===== src/sv/sac_pkg.sv =====
// shared types, constants and divider step functions for the swept box collision block
package sac_pkg;

	localparam int CW  = 24;
	localparam int TF  = 16;
	localparam int DW  = CW + 2;
	localparam int RW  = CW + 1;
	localparam int TW  = TF + 3;
	localparam int NST = TF + 1;
	localparam int QD  = 4;
	localparam int QAW = 2;

	localparam logic signed [TW-1:0] TSAT = TW'(64'd2 << TF);
	localparam logic signed [TW-1:0] TONE = TW'(64'd1 << TF);

	localparam logic signed [1:0] NRM_POS  = 2'sb01;
	localparam logic signed [1:0] NRM_NEG  = 2'sb11;
	localparam logic signed [1:0] NRM_NONE = 2'sb00;

	typedef struct packed {
		logic [DW-1:0] mag;
		logic          neg;
	} num_t;

	typedef struct packed {
		num_t          en;
		num_t          ex;
		logic [CW-1:0] den;
		logic          still;
		logic          vneg;
	} axis_t;

	typedef struct packed {
		axis_t ax;
		axis_t ay;
		logic  miss;
	} item_t;

	typedef struct packed {
		logic [RW-1:0] rem;
		logic [TF:0]   quo;
		logic          sat;
		logic          neg;
	} div_t;

	typedef struct packed {
		div_t [3:0]    q;
		logic [CW-1:0] den_x;
		logic [CW-1:0] den_y;
		logic          still_x;
		logic          still_y;
		logic          vneg_x;
		logic          vneg_y;
		logic          miss;
	} dstage_t;

	function automatic div_t div_init(input num_t n, input logic [CW-1:0] d);
		div_t          r;
		logic [CW:0]   two_d;
		logic          ge;
		two_d = {d, 1'b0};
		ge    = n.mag >= DW'(d);
		r.sat = n.mag >= DW'(two_d);
		r.rem = ge ? RW'(n.mag - DW'(d)) : RW'(n.mag);
		r.quo = (TF+1)'(ge);
		r.neg = n.neg;
		return r;
	endfunction

	function automatic div_t div_step(input div_t x, input logic [CW-1:0] d);
		div_t        r;
		logic [RW:0] sh;
		logic        ge;
		sh    = {x.rem, 1'b0};
		ge    = sh >= (RW+1)'(d);
		r.rem = ge ? RW'(sh - (RW+1)'(d)) : RW'(sh);
		r.quo = {x.quo[TF-1:0], ge};
		r.sat = x.sat;
		r.neg = x.neg;
		return r;
	endfunction

	function automatic logic signed [TW-1:0] div_fin(input div_t x);
		logic signed [TW-1:0] mag;
		logic signed [TW-1:0] v;
		logic                 sticky;
		mag    = x.sat ? TSAT : TW'(x.quo);
		sticky = !x.sat && (x.rem != '0);
		v      = -mag - TW'(sticky);
		if (v < -TSAT) begin
			v = -TSAT;
		end
		return x.neg ? v : mag;
	endfunction

endpackage


===== src/sv/sac_queue.sv =====
// short item queue between front and back
module sac_queue (
	input  logic           clk,
	input  logic           arst_n,
	input  logic           push,
	input  sac_pkg::item_t wdata,
	output logic           full,
	input  logic           pop,
	output sac_pkg::item_t rdata,
	output logic           empty
);
	import sac_pkg::*;

	item_t          mem [QD];
	logic [QAW-1:0] wr_q, rd_q;
	logic [QAW:0]   cnt_q;
	logic           do_push, do_pop;

	assign full    = cnt_q == (QAW+1)'(QD);
	assign empty   = cnt_q == '0;
	assign do_push = push && !full;
	assign do_pop  = pop && !empty;
	assign rdata   = mem[rd_q];

	always_ff @(posedge clk) begin
		if (do_push) begin
			mem[wr_q] <= wdata;
		end
	end

	always_ff @(posedge clk or negedge arst_n) begin
		if (!arst_n) begin
			wr_q  <= '0;
			rd_q  <= '0;
			cnt_q <= '0;
		end else begin
			if (do_push) begin
				wr_q <= (wr_q == QAW'(QD-1)) ? '0 : wr_q + 1'b1;
			end
			if (do_pop) begin
				rd_q <= (rd_q == QAW'(QD-1)) ? '0 : rd_q + 1'b1;
			end
			cnt_q <= cnt_q + (QAW+1)'(do_push) - (QAW+1)'(do_pop);
		end
	end

endmodule


===== config.mk =====
export PLATFORM = sky130hd
export DESIGN_NAME = sac_queue
export DESIGN_NICKNAME = d
export VERILOG_FILES = /design/src/sv/sac_pkg.sv /design/src/sv/sac_queue.sv
export SDC_FILE = /design/constraint.sdc
export NUM_CORES = 1
export LEC_CHECK = 0
export BUFFER_PORTS_ARGS = -buffer_cell sky130_fd_sc_hd__buf_4
export CELL_PAD_IN_SITES_DETAIL_PLACEMENT = 0
export CELL_PAD_IN_SITES_GLOBAL_PLACEMENT = 1
export CORE_ASPECT_RATIO = 1.5
export CORE_MARGIN = 3
export CORE_UTILIZATION = 50
export DETAILED_ROUTE_END_ITERATION = 8
export PLACE_DENSITY = 0.81
export SLEW_MARGIN = 15
export SYNTH_ARGS = -nofsm -noshare
export SYNTH_HDL_FRONTEND = slang
export SYNTH_SLANG_ARGS = --single-unit

===== constraint.sdc =====
create_clock -name clk -period 5.62 [get_ports clk]
set_input_delay 1.124 -clock clk [delete_from_list [all_inputs] [get_ports clk]]
set_output_delay 1.124 -clock clk [all_outputs]
set_load 0.05 [all_outputs]

# [Yosys cells after proc, flatten, opt, wreduce, memory -nomap -nowiden]
# Memories as Yosys holds them, arrays and structs flattened.
# Cells that the tools add are included.
[op_classes] n_addsub=4 eq_ne=3 n_mux=4 n_reduce_logical=5
[op_table] cell="$add A2 B1 Y2 const B" n=2
[op_table] cell="$eq A2 B2 Y1 const B" n=2
[op_table] cell="$mux W2" n=2
[op_table] cell="$add A3 B1 Y3" n=1
[op_table] cell="$eq A3 B3 Y1 const B" n=1
[op_table] cell="$logic_not A3 Y1" n=1
[op_table] cell="$sub A3 B1 Y3" n=1
[op_table] cell="$logic_and A1 B1 Y1" n=2
[op_table] cell="$logic_not A1 Y1" n=2
[op_table] cell="$mux W1" n=2
[totals] reg_bits=7 mem_bits_rw=644 input_bits=165 out_inout_bits=163 mem_count=1
[mem_list] name="mem" depth=4 word_bits=161 rd=1 rd_clocked_by_memory_dff=0 write_ports=1 line_no="sac_queue.sv:14" text="item_t mem [QD];"

# [Logic depth before layout (Yosys ltp)]
# Gate-level depths: netlist of the first run.
[depth] ltp_word=5 mapped_depth=9

# [Least setup slack after synthesis of the first run]
# No wires, ideal clock.
[synth_path] path_type="input port to flip-flop" from="input push" to="memory mem[1][0] in the netlist's numbering, enable pin" setup_time_ps=540 arrival_ps=5142 t_required_ps=5080 slack_ps=-62 cell_stages=2 path_cell_list="nor2b_1 -> and2_1"
[synth_between] elab_chain_cells=3
[synth_rtl] item="start, declared" line_no="sac_queue.sv:5" text="input logic push,"
[synth_rtl] item="$logic_and A1 B1 Y1" line_no="sac_queue.sv:21" text="assign do_push = push && !full;"
[synth_rtl] item="$mux W1" line_no="sac_queue.sv:26" text="if (do_push) begin"
[synth_rtl] item="$mux W1 (implied by the code)" line_no="sac_queue.sv:27" text="mem[wr_q] <= wdata;"
[synth_rtl] item="end, declared" line_no="sac_queue.sv:14"
# No other way between the ends.

==> summary.md, run 1 <==
| Metric | Value |
|---|---|
| Outcome | finished clean |
| Post-Place Cells | around 1800 |
| Fin nets | 1421 |
| Period utilisation layout | around 71% |
| Grt met1 use | between 20 and 25% |
| P_leak | 0.00973 uW |
| Vias/cell | around 5.6 |
| Global route hottest layer | met2 |
| First-pass GRT wire length | ~69000 um |
| Drt drc | 0 |
| CTS resizes | 0 |
| Measured slew at the worst slew-check pin | 0.848 ns |
| Port Buffers | 327 |
| Total wire length | approximately 45000 um |
| Longest Clk Path Bufs | 3 |
| DR iter-0 viols | between 700 and 800 |
| Gate Count Post-Synth | 880 |
| Slew Limit Headroom | ~43% |
| Critical Path RT | 4.50 ns |
| Unrepaired setup endpoints after global routing | false |
| M3 GR Usage | around 4.4% |
| Layout Skew | 0.0168 ns |
| Skew-Pair Late Insertion Delay | just under 0.6 ns |
| Peak VDD IR | around 0.67 mV |
| CP max FO | 50 |
| Hold buffer count at cts | 0 |
| H-tree depth | 2 |
| Post-DP HPWL | around 28000 um |
| Die Wd | 183 um |
| Worst setup path class | reg -> out |
| Pwr Density | 617 nW/um^2 |
| Final Non-Filler Cells | approximately 1900 |
| Hold Crit Class | in -> async |
| Cell variety after synth | 21 |
| Gr ovfl total | 0 |
| Critical Path AT | roughly 2.8 ns |
| All-Layer GR Usage | a little under a fifth |
| Reg2reg end | mem[1][98] |
| Die height | around 270 um |
| Wire length per cell | ~24 um |
| Final core occ | 62.1% |
| Period minus WS final | a little under 4 ns |
| Pwr Total | roughly 18000 uW |
| Largest net degree at the start of global routing | 82 |
| Max-cap violations | 0 |
| FF-to-FF path depth | 4 |
| Met2 global-route usage | a little under a third |
| Setup ws final | ~1.7 ns |
| Starting density of the core | 51.1% |
| Final hold vios | 0 |
| Area delta synth->final | 21.6% |
| Synthesis Warnings | 0 |
| Full die area | around 50000 um^2 |
| Ports | between 300 and 400 |
| Reg2reg start | cnt_q[2] |
| Slew Viols, Final | 0 |
| Placer Congestion | around 0.77 |
| Setup Fix Bufs, Post-CTS | 0 |
| Syn avg cell area | ~27 um^2 |
| Root Buffer | clkbuf_16 |
| Share of layout cells above drive strength 1 | 45.6% |
| Element type at the critical path start | register |
| Seq/Total Area, Yosys | 82.6% |
| Clock-pin slew on the worst setup and hold paths | 0.06 ns |
| Fillcell total | ~3100 |
| Reg2reg setup slack | between 2 and 3 ns |
| Dpl ws | between 2 and 2.5 ns |
| Cell Rows | 96 |
| First-pass DRT Iterations | 6 |
| TritonCTS Buffers | 57 |
| Syn nets | around 1100 |
| Seq cells post-synth | roughly 650 |
| Antenna viol nets, final | 0 |
| Number of global-route vias before repair | between 10000 and 15000 |
| Initial antenna violation count | 4 |
| FMAX | 252 MHz |
| Core area | ~46000 um^2 |
| TritonCTS sink count | approximately 650 |
| TritonCTS clock tree | built |
| Final setup viols | 0 |
| Via count | between 10000 and 15000 |
| Setup TNS | 0 ns |
| Mapped Area | roughly 24000 um^2 |
| Critical Path End Type | primary output |
==> power by group <==
part           total (uW)  switching [uW]  leakage (uW)  internal, uW
logic                7130            4710       0.00285          2420
registers            6740             354       0.00598          6390
clock network        3870            1630      0.000898          2240
total               17700            6690       0.00973         11000
==> metal layers <==
| metal | part of all wire, % | vias to the layer above | wire length [um] |
|---|---|---|---|
| met4 | 4.2 | 2 | 1910 |
| met2 | 53 | 336 | 24000 |
| met5 | 0.029 | - | 13 |
| li1 | - | 4547 | - |
| met3 | 6.5 | 98 | 2960 |
| met1 | 36 | 5499 | 16500 |
==> area by class of cell <==
class	count	area (um^2)	share of cell area, %
Clock inverter	34	343	1.19
Clock buffer	73	1530	5.32
Tap cell	588	736	2.56
Multi-Input combinational cell	186	3860	13.4
Sequential cell	651	19500	68.0
Timing Repair Buffer	345	2700	9.41
Antenna cell	3	7.51	0.0261
Inverter	7	26.3	0.0915
==> synthesized netlist by cell type, drive strengths merged <==
| cell | instances | area share (%) |
|---|---|---|
| xnor2 | 2 | 0.074 |
| nor3b | 1 | 0.032 |
| nor2 | 2 | 0.032 |
| o22ai | 1 | 0.026 |
| ha | 7 | 0.37 |
| edfxtp | 644 | 82 |
| inv | 7 | 0.11 |
| and2 | 4 | 0.11 |
| nor2b | 1 | 0.026 |
| nand2b | 1 | 0.026 |
| nand2 | 1 | 0.016 |
| buf | 31 | 0.90 |
| clkbuf | 5 | 0.079 |
| mux2 | 3 | 0.14 |
| mux4 | 161 | 15 |
| nor3 | 1 | 0.021 |
| dfrtp | 7 | 0.74 |
| fa | 1 | 0.085 |
==> per-stage QoR <==
step	hold slack, ns	cell area, um^2
2_1_floorplan	0.503	23600
3_3_place_gp	0.513	26800
3_5_place_dp	0.534	26800
4_1_cts	0.315	28700
5_1_grt	0.317	28700
6_report	0.346	28700
==> worst max path at each step <==
stage,startpoint,endpoint
2_1_floorplan,push,mem[0][0]
3_3_place_gp,rd_q[0],rdata[111]
3_5_place_dp,rd_q[0],rdata[117]
4_1_cts,rd_q[0],rdata[111]
5_1_grt,rd_q[0],rdata[111]
6_report,rd_q[0],rdata[117]
==> cells in the final DEF, fill, tap and decap left out, drive strengths merged <==
cell type    n
ha           7
nor2b        1
inv          9
buf        345
mux4       161
diode        3
mux2         3
bufinv       7
clkbuf      73
clkinvlp     3
fa           1
clkinv      22
dfrtp        7
xnor2        2
nor2         2
nor3         1
nand2        1
nor3b        1
o22ai        1
edfxtp     644
and2         4
nand2b       1
==> critical path: stages (launching register included) <==
cell     delay [ns]
dfrtp_4        0.95
buf_12         0.42
mux4_2         0.59
buf_4          0.21
==> registers in the layout, indices dropped and copies added, names as in the netlist <==
signal  count
mem       644
cnt_q       3
rd_q        2
wr_q        2
==> logic make-up (layout without fill, tap and decap cells) <==
group                      count (synthesis)  in the layout  share of synthesized area, %
AOI/OAI and AO/OA                          1              1                        0.0265
xor gates and xnor gates                   2              2                        0.0742
adders and majority gates                  8              8                         0.455
buffers and inverters                     43            459                          1.09
DFF                                      651            651                          82.6
muxes                                    164            164                          15.5
other                                      0              3                             0
and+or+nand+nor                           11             11                         0.260
No activity file was read; power rests on OpenSTA's default activity.
==> run 2, diff against run 1 <==
ABC_AREA = 1   (was unset)
CORE_UTILIZATION = 43   (was 50)
PLACE_DENSITY = 0.78   (was 0.81)
clock period = 3.39 ns   (was 5.62 ns; I/O delays follow)
==> summary.md, run 2 <==
| Metric | Value |
|---|---|
| Combinational power share | 46.2% (was 40.2%) |
| Int Pwr | 17900 uW (was 11000 uW) |
| Commonest cells post-synth | edfxtp_1 (644), nand2_1 (500), inv_1 (335) (was edfxtp_1 (644), mux4_2 (161), buf_2 (19)) |
| Hold Crit Class | in -> reg (was in -> async) |
| Fillcell total | 5065 (was 3091) |
| Core area | 60600 um^2 (was 46200 um^2) |
| Largest area contributor in the netlist | edfxtp_1 (unchanged) |
| Most common cell in the synthesized netlist | edfxtp_1 (unchanged) |
| Met3 WL | 3560 um (was 2960 um) |
| Peak VDD IR | 0.787 mV (was 0.666 mV) |
| Final setup viols | 0 (unchanged) |
| Buf/Inv on CP | 3 (was 2) |
| Starting density of the core | 43.8% (was 51.1%) |
| Worst setup path class | reg -> out (unchanged) |
| M1 wire length | 21400 um (was 16500 um) |
| Slew Limit Headroom | 36.7% (was 43.5%) |
| FFs w/ async S/R, synth | 1.08% (unchanged) |
| Routed wl met2 | 29400 um (was 24000 um) |
| Clock-pin slew on the worst setup and hold paths | 0.07 ns (was 0.06 ns) |
| Critical Path RT | 2.71 ns (was 4.50 ns) |
| Critical Path End Type | primary output (unchanged) |
| Pwr Density | 1010 nW/um^2 (was 617 nW/um^2) |
| Number of synthesized flops with an enable pin | 644 (unchanged) |
| Sequential Power Share | 34.6% (was 38.0%) |
| Gate Count Post-Synth | 1936 (was 880) |
| Syn avg cell area | 13.7 um^2 (was 26.8 um^2) |
| WHS | 0.263 ns (was 0.346 ns) |
| Number of global-route vias before repair | 15641 (was 11141) |
| Full die area | 64700 um^2 (was 49900 um^2) |
| Number of flip-flops in the largest register | 644 (unchanged) |
| Largest net degree at the start of global routing | 164 (was 82) |
| Setup Fix Bufs, Post-CTS | 0 (unchanged) |
| Via count | 15222 (was 10482) |
| Commonest cells after routing, fill and taps aside | edfxtp_1 (644), nand2_1 (499), buf_4 (349), inv_1 (335), o211ai_1 (263) (was edfxtp_1 (644), buf_4 (336), mux4_2 (161), clkbuf_16 (59), clkinv_1 (17)) |
| Critical Path, Cell by Cell | buf_12 -> buf_12 -> o211ai_1 -> nand2_1 -> buf_4 (was buf_12 -> mux4_2 -> buf_4) |
| Mapped Area | 26500 um^2 (was 23600 um^2) |
| CP dominant cell by count | buf_12 |
| Share of the synthesized area in the top cell type | 72.9% (was 81.9%) |
| TritonCTS clock tree | built (unchanged) |
| Seq/Total Area, Yosys | 73.6% (was 82.6%) |
| Root Buffer | clkbuf_16 (unchanged) |
| Highest routed metal layer | met4 (was met5) |
| Cell variety after synth | 17 (was 21) |
| Fin nets | 2431 (was 1421) |
| All-Layer GR Usage | 16.9% (was 18.3%) |
| Pwr Total | 31800 uW (was 17700 uW) |
| Top FF cell, synth | edfxtp_1 (unchanged) |
| Unrepaired setup endpoints after global routing | false (unchanged) |
| Most common cell after layout, fill and taps aside | edfxtp_1 (unchanged) |
| Largest Register | mem (unchanged) |
| Share of layout cells above drive strength 1 | 22.5% (was 45.6%) |
| Layout Skew | 0.00653 ns (was 0.0168 ns) |
| Critical Path AT | 2.55 ns (was 2.84 ns) |
| Slew Viols, Final | 0 (unchanged) |
| First-pass DRT Iterations | 5 (was 6) |
| Placer Congestion | 0.739 (was 0.769) |
| Measured slew at the worst slew-check pin | 0.949 ns (was 0.848 ns) |
| Synthesis Warnings | 0 (unchanged) |
| Antenna viol nets, final | 0 (unchanged) |
| Clock power share | 19.2% (was 21.8%) |
| Area delta synth->final | 18.2% (was 21.6%) |
| CP max FO | 64 (was 50) |
| P_leak | 0.0123 uW (was 0.00973 uW) |
| Sw Ratio | 43.6% (was 37.7%) |
| Total wire length | 55500 um (was 45400 um) |
| Syn nets | 2109 (was 1053) |
| Skew-Pair Late Insertion Delay | 0.61 ns (was 0.58 ns) |
| DR iter-0 viols | 666 (was 707) |
| Seq cells post-synth | 651 (unchanged) |
| Ports | 328 (unchanged) |
| Wire length per cell | 18.0 um (was 24.0 um) |
| TritonCTS sink count | 651 (unchanged) |
| First-pass GRT wire length | 86300 um (was 68700 um) |
| Period utilisation layout | approximately 95% |
| Die height | 310 um (was 272 um) |
| Worst path slowest cell | dfrtp_4 (unchanged) |
| Vias/cell | 4.92 (was 5.55) |
| Sw Pwr | 13900 uW (was 6690 uW) |
| Max-cap violations | 0 (unchanged) |
| Final hold vios | 0 (unchanged) |
| Cell Rows | 110 (was 96) |
| Port Buffers | 327 (unchanged) |
| Initial antenna violation count | 3 (was 4) |
| Element type at the critical path start | register (unchanged) |
| H-tree depth | 2 (unchanged) |
| Regs by FF count | mem: 644 flops, cnt_q: 3 flops (unchanged) |
| Gr ovfl total | 0 (unchanged) |
| Longest Clk Path Bufs | 3 (unchanged) |
| Area contributors post-synth | edfxtp_1 (73%), o211ai_1 (7.4%), nand2_1 (7.1%), inv_1 (4.7%), o211ai_2 (2.8%) (was edfxtp_1 (82%), mux4_2 (15%), dfrtp_1 (0.74%), buf_6 (0.43%), buf_2 (0.40%)) |
| Post-DP HPWL | 33600 um (was 28500 um) |
| CP delay by family, top | buffers and inverters (was flip-flops) |
| Drt drc | 0 (unchanged) |
| FMAX | around 310 MHz |
| Die Wd | 209 um (was 183 um) |
| Slowest Stage Delay on Critical Path | 0.74 ns (was 0.95 ns) |
| TritonCTS Buffers | 58 (was 57) |
| Period minus WS final | between 3 and 4 ns |
| Outcome | finished clean (unchanged) |
-- run 2: cell types whose count changed after synthesis, sizes merged, moves of 2 or more --
cell    change
inv       +329
o211ai    +322
and2        -4
mux4      -161
nand3       +4
xnor2       -2
mux2        -3
buf        +72
nor2        +5
nand2     +499
-- run 2: area by class of cell --
cell class,instances,area [um^2],share of cell area [%]
clock inverter,42,263,0.838
antenna,4,10.0,0.0319
multi-input combinational,842,4800,15.3
tap,784,981,3.13
sequential,651,19500,62.3
inverter,336,1270,4.04
timing repair buffer,369,3010,9.60
clock buffer,64,1500,4.77
-- run 2: path summary, 6_finish.rpt --
path                            from  depth (start not counted)     endpoint  slack [ns]
hold reg to reg             cnt_q[0]                          1     cnt_q[0]        0.52
hold / removal             wdata[65]                          1   mem[2][65]        0.26
min in group asynchronous     arst_n                          2      rd_q[1]        0.45
setup / recovery             rd_q[0]                          5    rdata[75]        0.17
max in group asynchronous     arst_n                          2      rd_q[0]        2.80
setup reg to reg            cnt_q[1]                          5  mem[1][156]        1.29
-- run 2: kinds of logic after synthesis --
kind of cell    after synthesis  share of synthesized area, %
compound gates              322                          10.2
fa+ha+maj                     8                         0.406
buf+inv                     443                          8.48
flops                       651                          73.6
simple gates                512                          7.28
-- run 2: through the flow --
stage               utilization [%]  instances  worst slack (ns)  instance area [um^2]  setup TNS [ns]
detailed placement             48.8       2981             0.769                 29600               0
CTS                            51.7       3088            0.0827                 31300               0
floorplan                         -       1936            -0.196                 26600         -116.84
global placement               48.8       2981             0.824                 29600               0
global route                   51.8       3091            0.0186                 31300               0
finish                         51.8       3092             0.166                 31300               0
-- run 2: what timing repair did --
item,CTS,global route
hold endpoints to repair,7,0
hold buffers,1,0
resized for setup,0,0
-- run 2: per-layer routing --
layer,vias to the layer above,global-route usage [%]
met5,-,0
met4,0,5.07
met3,63,4.32
met2,367,31.3
met1,7404,19.3
li1,7388,-
-- run 2: power by group through the flow --
| stage | combinational [uW] | sequential [uW] | clock (uW) |
|---|---|---|---|
| 2_1_floorplan | 10900 | 11100 | 0 |
| 3_3_place_gp | 14800 | 11100 | 0 |
| 3_5_place_dp | 14900 | 11200 | 0 |
| 4_1_cts | 15000 | 11000 | 6270 |
| 5_1_grt | 15800 | 11100 | 6580 |
| 6_report | 14700 | 11000 | 6100 |
==> run 3, diff against run 2 <==
BUFFER_PORTS_ARGS = unset   (was -buffer_cell sky130_fd_sc_hd__buf_4)
CORE_UTILIZATION = 47   (was 43)
DONT_BUFFER_PORTS = 1   (was unset)
GPL_TIMING_DRIVEN = 0   (was unset)
PLACE_DENSITY = 0.77   (was 0.78)
==> summary.md, run 3 (synthesis gave the netlist of run 2 again) <==
| Metric | Value |
|---|---|
| TritonCTS clock tree | built (unchanged) |
| Final hold vios | 0 (unchanged) |
| Reg2reg start | cnt_q[1] (unchanged) |
| Reg2reg setup slack | 0.94 ns (was 1.29 ns) |
| Fin nets | 2201 (was 2431) |
| Starting density of the core | 47.5% (was 43.8%) |
| Wire length per cell | 22.5 um (was 18.0 um) |
| Fillcell total | 4450 (was 5065) |
| Element type at the critical path start | register (unchanged) |
| Hold Crit Start | wdata[110] (was wdata[65]) |
| CP max FO | 10 (was 64) |
| H-tree depth | 2 (unchanged) |
| Reg2reg end | mem[1][69] (was mem[1][156]) |
| Slew Limit Headroom | 48.2% (was 36.7%) |
| Post-DP HPWL | 43600 um (was 33600 um) |
| Outcome | finished clean (unchanged) |
| Critical Path RT | 2.71 ns (about the same) |
| Min-Delay Path Depth | 0 (was 1) |
| Buf/Inv on CP | 4 (was 3) |
| CP delay by family, top | buffers and inverters (unchanged) |
| TritonCTS sink count | 651 (unchanged) |
| Full die area | 59400 um^2 (was 64700 um^2) |
| Area delta synth->final | 13.3% (was 18.2%) |
| All-Layer GR Usage | 21.1% (was 16.9%) |
| Core area | 55800 um^2 (was 60600 um^2) |
| Slowest Stage Delay on Critical Path | 0.47 ns (was 0.74 ns) |
| Placer Congestion | 0.748 (was 0.739) |
| Measured slew at the worst slew-check pin | 0.775 ns (was 0.949 ns) |
| Die Wd | 200 um (was 209 um) |
| Hold Crit Class | in -> reg (unchanged) |
| Setup ws final | 0.333 ns (was 0.166 ns) |
| P_leak | 0.0114 uW (was 0.0123 uW) |
| Dpl ws | 0.895 ns (was 0.769 ns) |
| FMAX | 327 MHz (was 310 MHz) |
| Total wire length | 63600 um (was 55500 um) |
| Ports | 328 (unchanged) |
| CTS resizes | 0 (unchanged) |
| Worst path slowest cell | nand2_1 (was dfrtp_4) |
| Die height | 297 um (was 310 um) |
| Share of layout cells above drive strength 1 | 13.3% (was 22.5%) |
| TritonCTS Buffers | 58 (unchanged) |
| Pwr Density | 1050 nW/um^2 (was 1010 nW/um^2) |
| Longest Clk Path Bufs | 3 (unchanged) |
| FF-to-FF path depth | 8 (was 5) |
| Cell Rows | 106 (was 110) |
| Most common cell after layout, fill and taps aside | edfxtp_1 (unchanged) |
| Number of global-route vias before repair | 15208 (was 15641) |
| Max-cap violations | 0 (unchanged) |
| Critical Path End Type | primary output (unchanged) |
| Pwr Total | 31400 uW (was 31800 uW) |
| Vias/cell | 5.25 (was 4.92) |
| Critical Path AT | 2.38 ns (was 2.55 ns) |
| Peak VDD IR | 0.664 mV (was 0.787 mV) |
| Drt drc | 0 (unchanged) |
| Worst setup path class | reg -> out (unchanged) |
| Slew Viols, Final | 0 (unchanged) |
| Port Buffers | 0 (was 327) |
| DR iter-0 viols | 788 (was 666) |
| Skew-Pair Late Insertion Delay | 0.61 ns (about the same) |
| Number of flip-flops in the largest register | 644 (unchanged) |
| Unrepaired setup endpoints after global routing | false (unchanged) |
| Via count | 14860 (was 15222) |
| Clock-pin slew on the worst setup and hold paths | 0.07 ns (about the same) |
| Layout Skew | 0.0213 ns (was 0.00653 ns) |
| Initial antenna violation count | 0 (was 3) |
| Period utilisation layout | 90.2% (was 95.1%) |
| Antenna viol nets, final | 0 (unchanged) |
| Commonest cells after routing, fill and taps aside | edfxtp_1 (644), nand2_1 (499), inv_1 (335), o211ai_1 (263), buf_6 (64) (was edfxtp_1 (644), nand2_1 (499), buf_4 (349), inv_1 (335), o211ai_1 (263)) |
| Period minus WS final | 3.06 ns (was 3.22 ns) |
| Largest net degree at the start of global routing | 24 (was 164) |
| First-pass DRT Iterations | 4 (was 5) |
| Worst Hold End | mem[1][110] (was mem[2][65]) |
| Regs by FF count | mem: 644 flops, cnt_q: 3 flops (unchanged) |
| Critical Path, Cell by Cell | buf_6 -> inv_4 -> buf_8 -> buf_6 -> o211ai_1 -> nand2_1 (was buf_12 -> buf_12 -> o211ai_1 -> nand2_1 -> buf_4) |
| Largest Register | mem (unchanged) |
| Gr ovfl total | 0 (unchanged) |
| CP dominant cell by count | buf_6 (was buf_12) |
| Final setup viols | 0 (unchanged) |
| ANT cells | 0 (was 4) |
| First-pass GRT wire length | 94000 um (was 86300 um) |
| Root Buffer | clkbuf_16 (unchanged) |
==> run 3: power breakdown <==
part           internal (uW)  switching [uW]
combinational           2970           11200
clock                   3590            2780
sequential             10500             361
==> run 3: layout make-up <==
| class | count | area [um^2] | share of cell area [%] |
|---|---|---|---|
| clock inverter | 26 | 284 | 0.946 |
| timing repair buffer | 32 | 691 | 2.30 |
| sequential | 651 | 19500 | 65.0 |
| clock buffer | 79 | 1550 | 5.17 |
| inverter | 336 | 1260 | 4.21 |
| multi-input combinational | 842 | 4800 | 16.0 |
| buffer | 107 | 983 | 3.27 |
| tap | 756 | 946 | 3.15 |
==> run 3: worst max path at each step <==
| stage | startpoint | to | slack [ns] | cells after the start |
|---|---|---|---|---|
| floorplan | push | mem[0][0] | -0.20 | 2 |
| global placement | cnt_q[1] | mem[1][64] | -2.30 | 4 |
| detailed placement | rd_q[1] | rdata[159] | 0.89 | 6 |
| CTS | rd_q[1] | rdata[159] | 0.21 | 6 |
| global route | rd_q[1] | rdata[65] | 0.20 | 4 |
| finish | rd_q[1] | rdata[89] | 0.33 | 6 |
==> run 3: worst reg2reg max path: stages (launching register included) <==
cell	delay, ns
dfrtp_1	0.36
nor2_1	0.07
nand2_1	0.21
nand2_8	0.13
nor2_4	0.49
buf_16	0.24
buf_16	0.18
buf_12	0.20
buf_12	0.22
==> run 3: through the flow <==
step           instance area [um^2]  setup TNS [ns]  hold slack [ns]  utilization [%]  std cells
2_1_floorplan                 26600         -116.84            0.382                -       1936
3_3_place_gp                  27500        -1447.68            0.383             49.3       2692
3_5_place_dp                  28200               0            0.383             50.5       2723
4_1_cts                       30000               0            0.103             53.8       2829
5_1_grt                       30000               0            0.113             53.8       2829
6_report                      30000               0            0.143             53.8       2829
==> run 3: metal layers <==
metal,vias up,wire length (um),track usage [%]
met4,0,1710,6.05
li1,6935,-,-
met1,7409,22900,23.1
met3,104,5280,7.23
met5,-,0,0
met2,412,33700,38.5
==> run 3: what timing repair did <==
action                                 4_1_cts  5_1_grt
buffers inserted                             0        0
endpoints found under the hold margin        7        0
hold buffers                                 1        0
